[config.mk]
export PLATFORM = sky130hd
export DESIGN_NAME = kts_div
export DESIGN_NICKNAME = d
export VERILOG_FILES = /design/src/design/kts_pkg.sv /design/src/design/kts_div.sv
export VERILOG_INCLUDE_DIRS = /design/src /design/src/design
export SDC_FILE = /design/constraint.sdc
export NUM_CORES = 2
export LEC_CHECK = 0
export ABC_AREA = 1
export BUFFER_PORTS_ARGS = -buffer_cell sky130_fd_sc_hd__buf_2
export CORE_MARGIN = 8
export CORE_UTILIZATION = 55
export CTS_BUF_LIST = sky130_fd_sc_hd__clkbuf_4
export CTS_CLUSTER_SIZE = 28
export DETAILED_ROUTE_END_ITERATION = 8
export GPL_TIMING_DRIVEN = 0
export PLACE_DENSITY_LB_ADDON = 0.15
export SETUP_SLACK_MARGIN = 0.4
export SYNTH_ARGS = -nofsm -noshare
export SYNTH_HDL_FRONTEND = slang
export SYNTH_SLANG_ARGS = --single-unit
[constraint.sdc]
create_clock -name i_clk -period 11.2 [get_ports i_clk]
set_clock_uncertainty 0.1 [all_clocks]
set_input_delay 1.68 -clock i_clk [delete_from_list [all_inputs] [get_ports i_clk]]
set_output_delay 1.68 -clock i_clk [all_outputs]
set_load 0.05 [all_outputs]
[src/design/keyframe_time_sampler_unit_assert.svh]
// assertion macros shared by the keyframe time sampler modules
`ifndef KEYFRAME_TIME_SAMPLER_UNIT_ASSERT_SVH
`define KEYFRAME_TIME_SAMPLER_UNIT_ASSERT_SVH

// same-cycle implication, checked on every rising edge outside reset
`define KTS_ASSERT_IMP(label, ante, cons) \
    label: assert property (@(posedge i_clk) disable iff (!i_rst_n) (ante) |-> (cons)) \
        else $error("%m: implication check failed");

// next-cycle implication
`define KTS_ASSERT_NXT(label, ante, cons) \
    label: assert property (@(posedge i_clk) disable iff (!i_rst_n) (ante) |=> (cons)) \
        else $error("%m: next-cycle check failed");

`endif

[src/design/kts_pkg.sv]
// shared types and constants of the keyframe time sampler
package kts_pkg;

    localparam int FRAC_BITS  = 40;
    localparam int BLEND_BITS = 17;
    localparam int DIV_STAGES = BLEND_BITS;

    localparam logic [FRAC_BITS:0] FRAC_ONE = {1'b1, {FRAC_BITS{1'b0}}};

    // play mode codes carried in the input tuser
    typedef enum logic [1:0] {
        MODE_CLAMP   = 2'd0,
        MODE_WRAP    = 2'd1,
        MODE_MIRROR  = 2'd2,
        MODE_UNKNOWN = 2'd3
    } t_mode;

    // result fields that ride alongside the blend divider
    typedef struct packed {
        logic [15:0]           frame_now;
        logic [15:0]           frame_next;
        logic [BLEND_BITS-1:0] blend_raw;
        logic                  use_quant;
        logic                  was_updated;
    } t_side;

endpackage

[src/design/kts_div.sv]
// pipelined restoring divider for the quantized blend, one quotient bit per stage
module kts_div import kts_pkg::*; (
    input  logic                  i_clk,
    input  logic                  i_rst_n,
    input  logic                  i_valid,
    output logic                  o_ready,
    input  logic [16:0]           i_k,
    input  logic [15:0]           i_d,
    input  t_side                 i_side,
    output logic                  o_valid,
    input  logic                  i_ready,
    output logic [BLEND_BITS-1:0] o_quo,
    output t_side                 o_side
);

    `include "keyframe_time_sampler_unit_assert.svh"

    localparam int LAST = DIV_STAGES - 1;

    logic [DIV_STAGES-1:0] r_v;
    logic [DIV_STAGES-1:0] w_rdy;
    logic [15:0]           r_rem  [DIV_STAGES];
    logic [BLEND_BITS-1:0] r_quo  [DIV_STAGES];
    logic [15:0]           r_d    [DIV_STAGES];
    t_side                 r_side [DIV_STAGES];

    logic [16:0]           w_rin  [DIV_STAGES];
    logic [BLEND_BITS-1:0] w_qin  [DIV_STAGES];
    logic [15:0]           w_din  [DIV_STAGES];
    logic                  w_vin  [DIV_STAGES];
    t_side                 w_sin  [DIV_STAGES];

    for (genvar j = 0; j < DIV_STAGES; j++) begin : g_stage
        logic        n_geq;
        logic [16:0] n_sub;

        // the first stage sees k itself, later ones the doubled remainder
        if (j == 0) begin : g_head
            assign w_rin[j] = i_k;
            assign w_qin[j] = '0;
            assign w_din[j] = i_d;
            assign w_vin[j] = i_valid;
            assign w_sin[j] = i_side;
        end else begin : g_body
            assign w_rin[j] = {r_rem[j-1], 1'b0};
            assign w_qin[j] = r_quo[j-1];
            assign w_din[j] = r_d[j-1];
            assign w_vin[j] = r_v[j-1];
            assign w_sin[j] = r_side[j-1];
        end

        if (j == LAST) begin : g_rlast
            assign w_rdy[j] = !r_v[j] || i_ready;
        end else begin : g_rmid
            assign w_rdy[j] = !r_v[j] || w_rdy[j+1];
        end

        assign n_geq = w_rin[j] >= {1'b0, w_din[j]};
        assign n_sub = w_rin[j] - {1'b0, w_din[j]};

        always_ff @(posedge i_clk) begin
            if (!i_rst_n) begin
                r_v[j] <= 1'b0;
            end else if (w_rdy[j]) begin
                r_v[j] <= w_vin[j];
            end
        end

        always_ff @(posedge i_clk) begin
            if (w_rdy[j]) begin
                r_rem[j]  <= n_geq ? n_sub[15:0] : w_rin[j][15:0];
                r_quo[j]  <= {w_qin[j][BLEND_BITS-2:0], n_geq};
                r_d[j]    <= w_din[j];
                r_side[j] <= w_sin[j];
            end
        end
    end

    assign o_ready = w_rdy[0];
    assign o_valid = r_v[LAST];
    assign o_quo   = r_quo[LAST];
    assign o_side  = r_side[LAST];

    `KTS_ASSERT_IMP(a_rem_below_div, r_v[LAST] && r_d[LAST] != 16'd0, r_rem[LAST] < r_d[LAST])
    `KTS_ASSERT_IMP(a_quo_at_most_one, r_v[LAST] && r_d[LAST] != 16'd0, o_quo <= 17'h10000)
    `KTS_ASSERT_NXT(a_tail_holds, r_v[LAST] && !i_ready, r_v[LAST] && $stable(r_quo[LAST]))

endmodule

## Word level (Yosys, flattened, before mapping)

Memories as Yosys holds them, arrays and structs flattened.
Index checks and enable logic that the tools add are counted.

- Output and inout bits: 70
- Input bits: 88
- Word-level logic and storage cells: 140
- Register bits after elaboration: 17
- Memories kept: 4
- Memory bits (writable): 1700

Memories:

| memory | words | bits a word | read ports | clocked after memory_dff | write ports | RTL line | RTL |
|---|---|---|---|---|---|---|---|
| r_side | 17 | 51 | 17 | 0 | 17 | kts_div.sv:25 | `t_side r_side [DIV_STAGES];` |
| r_quo | 17 | 17 | 17 | 0 | 17 | kts_div.sv:23 | `logic [BLEND_BITS-1:0] r_quo [DIV_STAGES];` |
| r_d | 17 | 16 | 16 | 0 | 17 | kts_div.sv:24 | `logic [15:0] r_d [DIV_STAGES];` |
| r_rem | 17 | 16 | 16 | 0 | 17 | kts_div.sv:22 | `logic [15:0] r_rem [DIV_STAGES];` |

- Add/subtract/negate cells: 17
- Order comparisons: 17
- Mux-type cells: 51
- Reduce and logical (&&, ||, !) cells: 34

Operator list:

| operator | count |
|---|---|
| 17-bit by 16-bit greater-or-equal comparator with 1-bit output | 17 |
| 16-bit two-way mux | 17 |
| 16-bit subtractor | 17 |
| 1-bit two-way mux | 34 |
| 1-bit logical NOT | 17 |
| 1-bit logical OR | 17 |

## Longest topological paths before layout

- Word-level depth: 20
- Depth in mapped cells: 15
- Gate-level depth less buffers: 15

## Least setup slack after synthesis

No wires, ideal clock.

- Kind: input-to-output
- Start: input i_ready
- End: output o_ready
- Data arrival time: 9.247 ns
- Slack: 0.173 ns
- Cell stages on the path: 10
- Cells stage by stage: inv_1 > nand3_2 > nor2_4 > nand4_4 > nor2_4 > nand4_4 > nor2_4 > nand4_4 > nor2_4 > nand3_2

- Cells in the longest elaborated chain, start to end: 17

Ends and longest elaborated chain:

| item | RTL line | RTL |
|---|---|---|
| start, declared | kts_div.sv:11 | `input logic i_ready,` |
| 1-bit logical OR | kts_div.sv:53 | `assign w_rdy[j] = !r_v[j] \|\| i_ready;` |
| 1-bit logical OR | kts_div.sv:55 | `assign w_rdy[j] = !r_v[j] \|\| w_rdy[j+1];` |
| net w_rdy[15] | kts_div.sv:21 | `logic [DIV_STAGES-1:0] w_rdy;` |
| 1-bit logical OR (4 in series) | kts_div.sv:55 |  |
| net w_rdy[11] | kts_div.sv:21 |  |
| 1-bit logical OR (4 in series) | kts_div.sv:55 |  |
| net w_rdy[7] | kts_div.sv:21 |  |
| 1-bit logical OR (4 in series) | kts_div.sv:55 |  |
| net w_rdy[3] | kts_div.sv:21 |  |
| 1-bit logical OR (3 in series) | kts_div.sv:55 |  |
| end, declared | kts_div.sv:6 | `output logic o_ready,` |

The timed path passes the listed nets, and every way through them passes these cells.

## Final worst setup path

Same ends and word-level chain as after synthesis.

==> qor.txt <==
CP dominant cell by count - nor2_4
Critical path launch point type - input port
Post-synth top area cell - edfxtp_1
Clock transition at the registers of the reported paths - 0.06 ns
Pleak - 29.1 nW
First-pass GRT wire length - 163000 um
Post-Synthesis Cells - 4153
Unrepaired setup endpoints after global routing - no
Min-Delay Startpoint - r_side[0][369]
Nets - 5095
P_int - 0.0121 W
Largest net degree at the start of global routing - 87
Psw - 0.00544 W
Worst slack at placement - 2.70 ns
Unique masters post-synth - 43
Vias/cell - 4.95
DR WL/cell - 15.4 um
Starting Density - 0.552
Post-CTS Setup Inserts - 0
Share of cells above drive strength 1 - 0.239
DIE HEIGHT - 354 um
Top cell type's share of synthesized area - 0.732
Critical-path cell with the highest stage delay - nand3_4
Latest clock arrival within the worst-skew pair - 1.21 ns
CTS buffer count - 390
Clk buf depth - 4
Worst path max stage delay - 0.84 ns
CTS-repair resized insts - 0
Worst r2r src - o_valid
Commonest cells in the synthesized netlist - edfxtp_1 (1532), nand2_1 (565), inv_1 (424)
Initial antenna violation count - 7
Final Critical Period - 8.29 ns
HPWL after DPL - 72100 um
Final hold violation count - 0
Placeable Area - 114000 um2
Slew HR - 0.172
Reg-to-reg slack, setup - 5.95 ns
Seq pwr share - 0.461
Area of the multi-input gates - 13900 um2
# setup viols final - 0
Worst-Margin Slew - 1.24 ns
Mapped Area - 62800 um2
Num ports - 158
Area Overhead vs Synth - 12.5%
Most area-consuming cells after synthesis - edfxtp_1 (73%), ha_1 (5.4%), nand2_1 (3.4%)
CTS sink cnt - 1549
Yosys Warn Count - 0
Final Max Slew Viols - 0
Die area - 125000 um2
Hold-fix buffers, CTS - 0
H-tree levels - 5
GR Overflow Total - 0
DRT antenna net count - 0
Final instance area - 70700 um2
Number of fill cells - 8712
DR vias - 32100
Power Density - 248 nW/um2
Crit path required time - 9.42 ns
Fin Hold WS - 0.260 ns
Crit-path cells - buf_2, inv_1, nand3_4, nor2_4, nand4_4, nor2_4, nand4_4, nor2_4, nand4_4, nor2_4, nand3_4, buf_2
Routability congestion estimate - 0.879
Max_cap viols - 0
Top-count cell post-synth - edfxtp_1
Post-synth EDFFs - 1532
Residual DRC count - 0
Vias in the first global route - 33100
FF/Latch Area - 46300 um2
Post-Synthesis Net Count - 4528
Sequential area share after synthesis - 0.738
Die W - 354 um
Synth async-reset ratio - 0
Fmax achieved - 0.121 GHz
Setup CP Type - input port to output port
Final core area utilization - 0.620
Arrival time worst endpoint - 6.51 ns
GR Util All Layers - 0.162
DP Area - 66000 um2
Worst hold path depth - 0
Row count - 124
Worst Reg-to-Reg Cells - 9
Most used DFF post-synth - edfxtp_1
Initial DRC count - 1571
VDD IR max - 0.0987 mV
Worst R2R End - r_side[0][44]
Worst hold-check path type - flip-flop to flip-flop
Crit path from - i_ready
Port Buf Inserts - 157
Final period utilization - 0.740
DR pass1 iterations - 8
Seq cells post-synth - 1549
Clock power frac - 0.248
End of the worst hold path - r_side[0][420]
CP max FO - 86
Status - finished, final reports clean
Setup ws final - 2.91 ns
Switching part of the total - 0.311
Combinational share of power - 0.291
Avg Cell Area, Syn - 15.1 um2
Worst setup EP type - output port
WL final - 100000 um
CTS tree - built
CTS root buf - clkbuf_4
## stage by stage
step,TNS [ns],power [W],std cells
6_report,0,0.0175,6487
5_1_grt,0,0.0187,6487
4_1_cts,0,0.0178,6485
3_5_place_dp,0,0.0133,5840
3_3_place_gp,-843.85,0.0132,5822
2_1_floorplan,0,0.0122,4153
## state kept, by name, summed over array words and instances, names as in the netlist
| signal | count |
|---|---|
| r_quo | 153 |
| r_d | 256 |
| r_rem | 256 |
| o_valid | 1 |
| r_v | 16 |
| r_side | 867 |
## cell families after synthesis
group	share of synthesized area
AO/OA/AOI/OAI	0.0651
XOR/XNOR	0.0269
adder cells (fa/ha/maj)	0.0591
buffers and inverters	0.0420
flip-flops	0.738
AND/OR/NAND/NOR	0.0691
## area by class of cell
class / instances / area share
buffer: 102 / 0.0133
inverter: 440 / 0.0243
tap: 1512 / 0.0268
multi-input combinational: 2062 / 0.197
antenna: 2 / 0.0000708
timing repair buffer: 175 / 0.0179
sequential: 1549 / 0.656
clock buffer: 564 / 0.0599
clock inverter: 81 / 0.00524
## power by group through the flow
stage	Sequential [W]	Clock [W]	Combinational, W
2_1_floorplan	0.00799	0	0.00417
3_3_place_gp	0.00817	0	0.00502
3_5_place_dp	0.00819	0	0.00513
4_1_cts	0.00808	0.00455	0.00514
5_1_grt	0.00816	0.00485	0.00571
6_report	0.00807	0.00434	0.00510
## cells in the final DEF, fill, tap and decap left out, drive strengths merged, types with 98 or more instances in the layout
cell and count:
a21oi 233, buf 277, clkbuf 564, edfxtp 1532
ha 271, inv 445, nand2 610, nand3 119
nor2 176, o21ai 289, xnor2 98
## per-layer routing
layer  share of wire  vias up  global-route usage
met5         0.00013        -                   0
li1                -    16200                   -
met2            0.48      727               0.264
met1            0.43    15000               0.202
met4           0.032        2              0.0740
met3           0.059      222              0.0440
## how the worst max path moves through the flow
| stage | to | depth (start not counted) |
|---|---|---|
| final | o_ready | 12 |
| after CTS | o_ready | 12 |
| after global placement | o_ready | 12 |
| after global routing | o_ready | 12 |
| after floorplan | o_ready | 10 |
| after detailed placement | o_ready | 12 |
## worst max-delay path: cells and delay by family
kind / cells / cell delay (ns)
AND/OR/NAND/NOR: 9 / 3.94
buffers and inverters: 3 / 0.78
(Power assumes the default switching activity.)
